File: src/hdl/dht_pkg.sv
// Shared types and codes for the double-hashing insert/delete table.
package dht_pkg;

	localparam int KEY_W   = 31;
	localparam int SLOT_W  = 4;

	localparam logic CMD_INSERT = 1'b0;
	localparam logic CMD_DELETE = 1'b1;

	localparam logic [1:0] OUT_INSERTED  = 2'd0;
	localparam logic [1:0] OUT_FULL      = 2'd1;
	localparam logic [1:0] OUT_DELETED   = 2'd2;
	localparam logic [1:0] OUT_NOT_FOUND = 2'd3;

	typedef enum logic [1:0] {
		ST_IDLE,
		ST_HASH,
		ST_PROBE
	} state_t;

	typedef struct packed {
		logic rd;
		logic wr;
		logic del;
	} mem_op_t;

endpackage

File: src/hdl/double_hash_table_insert_delete_top.sv
// Top level: open-addressing hash table with double hashing, insert and delete.
//
// Usage:
//   A transaction is taken at a rising edge with start high and busy low;
//   command (0 insert, 1 delete) and key are sampled there.
//   Exactly one result follows: done is high for one cycle with outcome
//   (inserted, full, deleted, not found) and slot (low 4 bits of the index,
//   0 for full or not found). The receiver cannot stall; results are not held.
//   The key is folded by bytes at the accepting edge and reduced by
//   reciprocal multiplication, the quotient and then the remainder being
//   registered; the first memory read follows, then the probes, 1 to
//   TABLE_SIZE of them, one after another on the single slot memory port.
//   busy falls in the done cycle, so a new transaction can be taken at the
//   edge that ends it; none is taken while one is in progress.
//   Reset clears all valid bits, so every slot reads as empty; no clearing
//   pass is needed and start is taken right after reset.
module double_hash_table_insert_delete_top #(
	parameter int TABLE_SIZE = 11
) (
	input  logic                          clk,
	input  logic                          arst_n,
	input  logic                          start,
	output logic                          busy,
	input  logic                          command,
	input  logic [dht_pkg::KEY_W-1:0]     key,
	output logic                          done,
	output logic [1:0]                    outcome,
	output logic [dht_pkg::SLOT_W-1:0]    slot
);
	import dht_pkg::*;

	localparam int IDX_W = $clog2(TABLE_SIZE);

	state_t             state_q;
	state_t             state_d;
	logic               cmd_q;
	logic [KEY_W-1:0]   key_q;
	logic [IDX_W-1:0]   idx_q;
	logic [IDX_W-1:0]   step_q;
	logic [IDX_W-1:0]   cnt_q;
	logic               done_q;
	logic [1:0]         outcome_q;
	logic [SLOT_W-1:0]  slot_q;

	logic               accept;
	logic               hash_done;
	logic [IDX_W-1:0]   home;
	logic [IDX_W-1:0]   step;
	mem_op_t            op;
	logic [IDX_W-1:0]   addr;
	logic [KEY_W-1:0]   rd_key;
	logic               rd_del;
	logic               rd_vld;

	logic               occupied;
	logic               hit;
	logic               stop;
	logic               last;
	logic               finish;
	logic [1:0]         outcome_d;
	logic [IDX_W:0]     sum;
	logic [IDX_W-1:0]   idx_next;
	logic [IDX_W+3:0]   idx_ext;

	assign accept = start && !busy;
	assign busy   = (state_q != ST_IDLE);

	dht_hash #(.TABLE_SIZE(TABLE_SIZE)) u_hash (
		.clk    (clk),
		.arst_n (arst_n),
		.load   (accept),
		.key    (key),
		.done   (hash_done),
		.home   (home),
		.step   (step)
	);

	dht_store #(.TABLE_SIZE(TABLE_SIZE)) u_store (
		.clk    (clk),
		.arst_n (arst_n),
		.op     (op),
		.addr   (addr),
		.wr_key (key_q),
		.rd_key (rd_key),
		.rd_del (rd_del),
		.rd_vld (rd_vld)
	);

	assign occupied = rd_vld && !rd_del;
	assign last     = (cnt_q == IDX_W'(TABLE_SIZE - 1));
	assign sum      = {1'b0, idx_q} + {1'b0, step_q};
	assign idx_next = (sum >= (IDX_W + 1)'(TABLE_SIZE)) ?
		IDX_W'(sum - (IDX_W + 1)'(TABLE_SIZE)) : sum[IDX_W-1:0];
	assign idx_ext  = (IDX_W + 4)'(idx_q);

	always_comb begin
		if (cmd_q == CMD_INSERT) begin
			hit  = !occupied;
			stop = 1'b0;
		end else begin
			hit  = occupied && (rd_key == key_q);
			stop = !rd_vld;
		end
	end

	always_comb begin
		state_d = state_q;
		case (state_q)
			ST_IDLE: begin
				if (start) begin
					state_d = ST_HASH;
				end
			end
			ST_HASH: begin
				if (hash_done) begin
					state_d = ST_PROBE;
				end
			end
			ST_PROBE: begin
				if (hit || stop || last) begin
					state_d = ST_IDLE;
				end
			end
			default: state_d = ST_IDLE;
		endcase
	end

	always_comb begin
		op        = '0;
		addr      = idx_q;
		finish    = 1'b0;
		outcome_d = OUT_NOT_FOUND;
		case (state_q)
			ST_HASH: begin
				op.rd = hash_done;
				addr  = home;
			end
			ST_PROBE: begin
				if (hit) begin
					finish    = 1'b1;
					op.wr     = 1'b1;
					op.del    = (cmd_q == CMD_DELETE);
					addr      = idx_q;
					outcome_d = (cmd_q == CMD_INSERT) ? OUT_INSERTED : OUT_DELETED;
				end else if (stop || last) begin
					finish    = 1'b1;
					outcome_d = (cmd_q == CMD_INSERT) ? OUT_FULL : OUT_NOT_FOUND;
				end else begin
					op.rd = 1'b1;
					addr  = idx_next;
				end
			end
			default: begin
				op = '0;
			end
		endcase
	end

	always_ff @(posedge clk or negedge arst_n) begin
		if (!arst_n) begin
			state_q <= ST_IDLE;
			done_q  <= 1'b0;
		end else begin
			state_q <= state_d;
			done_q  <= finish;
		end
	end

	always_ff @(posedge clk) begin
		if (accept) begin
			cmd_q <= command;
			key_q <= key;
		end
		if (state_q == ST_HASH && hash_done) begin
			idx_q  <= home;
			step_q <= step;
			cnt_q  <= '0;
		end else if (state_q == ST_PROBE && !finish) begin
			idx_q <= idx_next;
			cnt_q <= cnt_q + IDX_W'(1);
		end
		if (finish) begin
			outcome_q <= outcome_d;
			slot_q    <= (outcome_d == OUT_INSERTED || outcome_d == OUT_DELETED) ?
				idx_ext[SLOT_W-1:0] : '0;
		end
	end

	assign done    = done_q;
	assign outcome = outcome_q;
	assign slot    = slot_q;

`ifndef SYNTHESIS
	a_accept_busy: assert property (@(posedge clk) disable iff (!arst_n)
		accept |=> busy)
		else $error("busy not raised after accepted transaction");

	a_done_from_probe: assert property (@(posedge clk) disable iff (!arst_n)
		done |-> $past(state_q == ST_PROBE))
		else $error("result strobe without a probe");

	a_miss_slot_zero: assert property (@(posedge clk) disable iff (!arst_n)
		(done && (outcome == OUT_FULL || outcome == OUT_NOT_FOUND)) |-> (slot == '0))
		else $error("nonzero slot on full or not found");

	a_write_in_probe: assert property (@(posedge clk) disable iff (!arst_n)
		op.wr |-> (state_q == ST_PROBE && finish))
		else $error("slot write outside a finishing probe");

	a_probe_bound: assert property (@(posedge clk) disable iff (!arst_n)
		(state_q == ST_PROBE) |-> (cnt_q <= IDX_W'(TABLE_SIZE - 1)
			&& {1'b0, idx_q} < (IDX_W + 1)'(TABLE_SIZE)))
		else $error("probe count or index out of range");
`endif

endmodule

File: src/hdl/dht_hash.sv
// Pipelined reduction of the key to home slot and probe step.
module dht_hash #(
	parameter int TABLE_SIZE = 11
) (
	input  logic                          clk,
	input  logic                          arst_n,
	input  logic                          load,
	input  logic [dht_pkg::KEY_W-1:0]     key,
	output logic                          done,
	output logic [$clog2(TABLE_SIZE)-1:0] home,
	output logic [$clog2(TABLE_SIZE)-1:0] step
);
	import dht_pkg::*;

	localparam int IDX_W = $clog2(TABLE_SIZE);
	localparam int FW    = 18;
	localparam int RW    = 26;
	localparam int PW    = FW + RW;
	localparam int SH    = FW + 8;
	localparam int MH    = TABLE_SIZE;
	localparam int MS    = TABLE_SIZE - 1;
	localparam int WH1   = (1 << 8) % MH;
	localparam int WH2   = (1 << 16) % MH;
	localparam int WH3   = (1 << 24) % MH;
	localparam int WS1   = (1 << 8) % MS;
	localparam int WS2   = (1 << 16) % MS;
	localparam int WS3   = (1 << 24) % MS;
	localparam int RH    = ((1 << SH) + MH - 1) / MH;
	localparam int RS    = ((1 << SH) + MS - 1) / MS;

	logic [FW-1:0]    fh_s1;
	logic [FW-1:0]    fs_s1;
	logic             vld_s1;
	logic [FW-1:0]    fh_s2;
	logic [FW-1:0]    fs_s2;
	logic [FW-1:0]    qh_s2;
	logic [FW-1:0]    qs_s2;
	logic             vld_s2;
	logic [IDX_W-1:0] rh_q;
	logic [IDX_W-1:0] rs_q;
	logic             done_q;
	logic [FW-1:0]    fold_h;
	logic [FW-1:0]    fold_s;

	// bytes weighted by their position mod the divisor; sum stays below 2^18
	always_comb begin
		fold_h = FW'(key[7:0]) + FW'(key[15:8]) * FW'(WH1)
			+ FW'(key[23:16]) * FW'(WH2) + FW'(key[KEY_W-1:24]) * FW'(WH3);
		fold_s = FW'(key[7:0]) + FW'(key[15:8]) * FW'(WS1)
			+ FW'(key[23:16]) * FW'(WS2) + FW'(key[KEY_W-1:24]) * FW'(WS3);
	end

	always_ff @(posedge clk or negedge arst_n) begin
		if (!arst_n) begin
			vld_s1 <= 1'b0;
			vld_s2 <= 1'b0;
			done_q <= 1'b0;
		end else begin
			vld_s1 <= load;
			vld_s2 <= vld_s1;
			done_q <= vld_s2;
		end
	end

	always_ff @(posedge clk) begin
		if (load) begin
			fh_s1 <= fold_h;
			fs_s1 <= fold_s;
		end
		if (vld_s1) begin
			fh_s2 <= fh_s1;
			fs_s2 <= fs_s1;
			qh_s2 <= FW'((PW'(fh_s1) * PW'(RH)) >> SH);
			qs_s2 <= FW'((PW'(fs_s1) * PW'(RS)) >> SH);
		end
		if (vld_s2) begin
			rh_q <= IDX_W'(fh_s2 - qh_s2 * FW'(MH));
			rs_q <= IDX_W'(fs_s2 - qs_s2 * FW'(MS));
		end
	end

	assign done = done_q;
	assign home = rh_q;
	assign step = rs_q + IDX_W'(1);

endmodule

File: src/hdl/dht_store.sv
// Slot memory: key and tombstone flag per slot, valid bits for empty slots.
module dht_store #(
	parameter int TABLE_SIZE = 11
) (
	input  logic                          clk,
	input  logic                          arst_n,
	input  dht_pkg::mem_op_t              op,
	input  logic [$clog2(TABLE_SIZE)-1:0] addr,
	input  logic [dht_pkg::KEY_W-1:0]     wr_key,
	output logic [dht_pkg::KEY_W-1:0]     rd_key,
	output logic                          rd_del,
	output logic                          rd_vld
);
	import dht_pkg::*;

	logic [KEY_W:0]          mem [TABLE_SIZE];
	logic [TABLE_SIZE-1:0]   vld_q;
	logic [KEY_W:0]          rd_q;
	logic                    rd_vld_q;

	always_ff @(posedge clk) begin
		if (op.wr) begin
			mem[addr] <= {op.del, wr_key};
		end
		if (op.rd) begin
			rd_q <= mem[addr];
		end
	end

	always_ff @(posedge clk or negedge arst_n) begin
		if (!arst_n) begin
			vld_q    <= '0;
			rd_vld_q <= 1'b0;
		end else begin
			if (op.wr) begin
				vld_q[addr] <= 1'b1;
			end
			if (op.rd) begin
				rd_vld_q <= vld_q[addr];
			end
		end
	end

	assign rd_key = rd_q[KEY_W-1:0];
	assign rd_del = rd_q[KEY_W];
	assign rd_vld = rd_vld_q;

endmodule

File: config.mk
export PLATFORM = sky130hd
export DESIGN_NAME = double_hash_table_insert_delete_top
export DESIGN_NICKNAME = d
export VERILOG_FILES = /design/src/hdl/dht_pkg.sv /design/src/hdl/double_hash_table_insert_delete_top.sv /design/src/hdl/dht_hash.sv /design/src/hdl/dht_store.sv
export SDC_FILE = /design/constraint.sdc
export NUM_CORES = 1
export LEC_CHECK = 0
export BUFFER_PORTS_ARGS = -buffer_cell sky130_fd_sc_hd__buf_2
export CORE_MARGIN = 3
export CORE_UTILIZATION = 60
export CTS_BUF_LIST = sky130_fd_sc_hd__clkbuf_8
export DETAILED_ROUTE_END_ITERATION = 12
export GPL_ROUTABILITY_DRIVEN = 0
export GPL_TIMING_DRIVEN = 0
export PLACE_DENSITY_LB_ADDON = 0.25
export SYNTH_ARGS = -nofsm -noshare
export SYNTH_HDL_FRONTEND = slang
export SYNTH_SLANG_ARGS = --single-unit
export TNS_END_PERCENT = 20
File: constraint.sdc
create_clock -name clk -period 11.15 [get_ports clk]
set_input_delay 2.23 -clock clk [delete_from_list [all_inputs] [get_ports clk]]
set_output_delay 2.23 -clock clk [all_outputs]
set_load 0.005 [all_outputs]
# Yosys cells after proc, flatten, opt, wreduce, memory -nomap -nowiden
# Memories as Yosys holds them, arrays and structs flattened. A register that Yosys moved wholly into a read port is not among the register bits.
# Index checks and enable logic that the tools add are counted.
dict set report word_totals {
  inputBits 35
  elab_cells 108
  out_inout_bits 8
  ram_bits 352
  ff_bits 150
  memories 1
}
dict set report classes {
  order_cmp 3
  multipliers 10
  n_eq_ne 8
  addsub 12
  n_mux 31
  n_reduce_logical 20
  bitwise_logic 1
}
# name depth width rd rd_ports_with_merged_regs wr line
set mem_list {}
lappend mem_list {u_store.mem 11 32 1 1 1 dht_store.sv:16} ;# logic [KEY_W:0] mem [TABLE_SIZE];
# cell n
set ops {}
lappend ops {{$mul A18 B23 Y41 const B} 1}
lappend ops {{$mul A18 B22 Y40 const B} 1}
lappend ops {{$add A18 B10 Y18} 2}
lappend ops {{$eq A31 B31 Y1} 1}
lappend ops {{$mul A8 B2 Y10 const B} 3}
lappend ops {{$mux W2} 10}
lappend ops {{$mux W4} 5}
lappend ops {{$add A18 B11 Y18} 1}
lappend ops {{$add A18 B12 Y18} 1}
lappend ops {{$mul A15 B3 Y3 const B} 1}
lappend ops {{$mul A15 B4 Y4 const B} 1}
lappend ops {{$add A8 B11 Y12} 1}
lappend ops {{$mul A8 B4 Y12 const B} 1}
lappend ops {{$add A8 B10 Y11} 1}
lappend ops {{$mux W1} 11}
lappend ops {{$or A11 B11 Y11} 1}
lappend ops {{$mul A7 B3 Y10 const B} 1}
lappend ops {{$mul A7 B2 Y9 const B} 1}
lappend ops {{$add A4 B1 Y4 const B} 2}
lappend ops {{$pmux W4 S2} 1}
lappend ops {{$sub A4 B4 Y4} 2}
lappend ops {{$logic_and A1 B1 Y1} 6}
lappend ops {{$pmux W2 S3} 1}
lappend ops {{$add A4 B4 Y5} 1}
lappend ops {{other kinds (17)} 28}

# Depth between registers and ports, before layout
dict set report logic_depth {
  ltp_word 11
  ltp_mapped 23
}

# Modules after synthesis
# A second synthesis with hierarchy kept.
dict set report unflattened {
  cells_unflattened 2083
  hier_area_um2 29664.7
}
# module seq_area_each_um2 cells_each area_each_um2 n_inst
set by_module_without_submodules {}
lappend by_module_without_submodules {dht_store 11831.3 666 14709.1 1}
lappend by_module_without_submodules {dht_hash 1606.5 1200 12245.5 1}
lappend by_module_without_submodules {double_hash_table_insert_delete_top 1536.5 217 2710.1 1}

# Worst setup path after synthesis
# OpenSTA, ideal clock, no wires.
dict set report synth_timing {
  path_type {input port to flip-flop}
  from {input key[1] (netlist bit)}
  to {register u_hash.fh_s1[12], data pin}
  required_ns 10.895
  slack_ns 4.222
  cell_stages 22
  setup_ns 0.255
  path_buffers 0
  arrival_time_ns 6.673
  cell_sequence {fa_1 -> ha_1 -> inv_1 -> fa_1 -> inv_1 -> a21oi_1 -> o21ai_0 -> xor2_1 -> fa_1 -> fa_1 -> inv_1 -> fa_1 -> inv_1 -> ha_1 -> inv_1 -> o21ai_0 -> a21oi_1 -> o21ai_0 -> a21o_1 -> a21o_1 -> a21oi_1 -> nor2b_1}
}
dict set report synth_via {
  elab_chain_cells 3
}
# element line
set synth_lines {}
lappend synth_lines {{start: declaration} double_hash_table_insert_delete_top.sv:25} ;# input logic [dht_pkg::KEY_W-1:0] key,
lappend synth_lines {{$add A8 B10 Y11} dht_hash.sv:47} ;# fold_h = FW'(key[7:0]) + FW'(key[15:8]) * FW'(WH1)
lappend synth_lines {{$add A18 B12 Y18} dht_hash.sv:48} ;# + FW'(key[23:16]) * FW'(WH2) + FW'(key[KEY_W-1:24]) * FW'(WH3);
lappend synth_lines {{$add A18 B10 Y18} dht_hash.sv:48}
lappend synth_lines {{named net u_hash.fold_h[12]} dht_hash.sv:42} ;# logic [FW-1:0] fold_h;
lappend synth_lines {{end signal: assignment} dht_hash.sv:67} ;# fh_s1 <= fold_h;
lappend synth_lines {{end: declaration} dht_hash.sv:31} ;# logic [FW-1:0] fh_s1;
# The timed path passes the listed nets, and every way through them passes these cells.
# A chain may end at the register's enable or synchronous reset.

# Final worst setup path
# Same ends and word-level chain as after synthesis.

==> flow_metrics.py <==
metrics = {
    "setup_path": {
        "crit_path_end_kind": "flop",
        "required_ns": 11.54,
        "worst-setup-path-type": "primary input to flop",
        "startpoint": "key[1]",
        "endpoint": "u_hash.fh_s1[12]",
        "rr_startpoint": "u_hash.fs_s1[3]",
        "start_kind": "primary input",
        "rr_worst_depth": 23,
        "cp_max_fo": 3,
        "worstPathArrival_ns": 7.18,
        "reg2reg_slack_ns": 4.98,
        "r2r-end": "u_hash.qs_s2[2]",
    },
    "global_route": {
        "grt.met2_usage": 0.428,
        "grt_max_degree": 55,
        "antenna_found_initial": 6,
        "grtUsageMet3": 0.0475,
        "first_global_vias": 18900,
        "grt_use_met1": 0.335,
        "grt_usage": 0.255,
        "overflow": 0,
        "grt_pass1_wl_mm": 103,
        "busiest_layer": "met2",
    },
    "die": {
        "pin_count": 43,
        "num_rows": 80,
        "dieArea_sq_um": 52100,
        "start_util": 0.615,
        "fp.coreArea_sq_um": 48200,
        "die_h_um": 228,
        "die_w_um": 228,
    },
    "synthesis": {
        "synth_top_area_share": 0.484,
        "synth_top_flop_cell": "edfxtp_1",
        "synth_top_cell_by_area": "edfxtp_1",
        "synth-edff-count": 478,
        "syn_area_sq_um": 29700,
        "syn_avg_cell_area_sq_um": 13.2,
        "ys_async_sr_fraction": 0.0360,
        "synth_cell_types": 61,
        "synthTopCellsByArea": "edfxtp_1, ha_1, fa_1, inv_1, a211oi_1",
        "ys_warn_count": 0,
        "seq_area_frac_synth": 0.502,
        "syn_nets": 2737,
        "ys_ff_latch": 500,
        "syn_inst": 2245,
    },
    "clock_tree": {
        "post_cts_buffers": 0,
        "clock-root-buffer": "clkbuf_8",
        "clockBufferDepth": 3,
        "cts_tree": "built",
        "cts_made_buffers": 79,
        "cts_num_sinks": 500,
        "clkTransAtPathRegs_ns": 0.06,
        "post_cts_resized": 0,
        "hold_buffers": 0,
        "htree_num_levels": 3,
        "clock_latency_ns": 0.66,
    },
    "sta": {
        "tightestPinTransition_ns": 1.15,
        "timing.final.crit_share": 0.609,
        "min_period_ns": 6.79,
        "worst_hold_slack_ns": 0.427,
        "slew_violations": 0,
        "relSlewSlack": 0.233,
        "rsz0062_at_grt": "no",
        "finalSetupViolCount": 0,
        "fmax_ghz": 0.147,
        "tns_ns": 0,
        "finalHoldViolCount": 0,
        "fin_worst_skew_ns": 0.0396,
    },
    "final_layout": {
        "nets": 2877,
        "final_cell_mix": "edfxtp_1, inv_1, ha_1",
        "area_growth_pct": 9.98,
        "layout-drive-gt1-share": 0.0964,
        "final_common_cell": "edfxtp_1",
    },
    "detailed_routing": {
        "wirelength_mm": 65.1,
        "ant_nets": 0,
        "drtIter0Drc": 1338,
        "wl_per_cell_um": 20.9,
        "vias": 17800,
        "dr.pass1.iters": 5,
        "vias_per_cell": 5.72,
        "route.detailed.drc": 0,
    },
    "placed_design": {
        "hpwl_mm": 49.2,
        "port_buffers": 42,
    },
    "hold_path": {
        "min_path_type": "flop to flop",
    },
    "flow_run": {
        "maxCapViolations": 0,
    },
    "outcome": {
        "status": "completed",
    },
}
## worst max-delay path, cell delays in order
cell     delay [ns]
buf_2          0.15
fa_1           0.55
ha_1           0.17
inv_1          0.06
fa_1           0.39
inv_1          0.07
a21oi_1        0.06
o21ai_0        0.27
xor2_1         0.22
fa_1           0.45
fa_1           0.49
inv_1          0.06
fa_1           0.52
inv_1          0.04
ha_1           0.31
inv_1          0.07
o21ai_0        0.14
a21oi_1        0.18
o21ai_0        0.14
a21o_1         0.21
a21o_1         0.19
a21oi_1        0.14
nor2b_1        0.06
## logic make-up after synthesis
group / count (synthesis) / share of synthesized area
multiplexers: 100 / 0.0337
adder cells (fa/ha/maj): 457 / 0.236
flip-flops: 500 / 0.502
buffers and inverters: 445 / 0.0612
XOR/XNOR: 116 / 0.0345
AND/OR/NAND/NOR: 301 / 0.0548
AO/OA/AOI/OAI: 326 / 0.0775
## metrics by stage
step,area [sq um],utilization,cells,setup slack (ns)
floorplan,29700,-,2245,4.22
global placement,30700,0.636,2943,3.27
detailed placement,31100,0.645,2960,3.70
CTS,32600,0.676,3105,4.37
global route,32600,0.676,3106,3.93
finish,32600,0.676,3108,4.36
## worst min path at each step
| stage | from | endpoint | slack (ns) | depth (start not counted) |
|---|---|---|---|---|
| after floorplan | u_hash.fs_s2[0] | u_hash.rs_q[0] | 0.40 | 0 |
| after CTS | u_hash.fs_s2[0] | u_hash.rs_q[0] | 0.43 | 0 |
| final | u_hash.fs_s2[0] | u_hash.rs_q[0] | 0.43 | 0 |
| after detailed placement | u_hash.fs_s2[0] | u_hash.rs_q[0] | 0.41 | 0 |
| after global placement | u_hash.fs_s2[0] | u_hash.rs_q[0] | 0.41 | 0 |
| after global routing | u_hash.fs_s2[0] | u_hash.rs_q[0] | 0.45 | 0 |
## sequential cells by signal, indices dropped and copies added (netlist names), 2 cells and up
| register | cells |
|---|---|
| cnt_q | 4 |
| idx_q | 4 |
| key_q | 31 |
| outcome | 2 |
| slot | 4 |
| state_q | 2 |
| step_q | 4 |
| u_hash.fh_s1 | 13 |
| u_hash.fh_s2 | 4 |
| u_hash.fs_s1 | 12 |
| u_hash.fs_s2 | 4 |
| u_hash.home | 4 |
| u_hash.qh_s2 | 4 |
| u_hash.qs_s2 | 3 |
| u_hash.rs_q | 4 |
| u_store.mem | 352 |
| u_store.rd_q | 32 |
| u_store.vld_q | 11 |
## final cells by class
type                    count  area [sq um]
plain buffers              60           370
inverters                 385          1450
clock buffers              80          1100
well taps                 656           821
repair buffers             59           566
diodes                      3          7.51
clock inverters            65           368
fillers                  3498         15600
flip-flops and latches    500         14900
multi-input cells        1300         13100
## per-layer routing
| metal | vias to the layer above | share of wire |
|---|---|---|
| li1 | 8159 | - |
| met1 | 8844 | 0.41 |
| met2 | 626 | 0.48 |
| met3 | 144 | 0.071 |
| met4 | 4 | 0.035 |
| met5 | - | 0.00040 |
## cell usage after synthesis, types with 20 or more instances
cell type and n:
edfxtp_1 478, inv_1 385, ha_1 285, fa_1 172, a211oi_1 161, mux2i_1 100
nor2_1 83, nor2b_1 75, a21oi_1 61, xor2_1 58, xnor2_1 57, or3_1 34
a21o_1 31, buf_2 29, o21ai_0 27, nand2_1 20
Power is left out: the tool's default activity adds up to more than one toggle a clock period on the data nets, which glitch-free logic cannot reach.
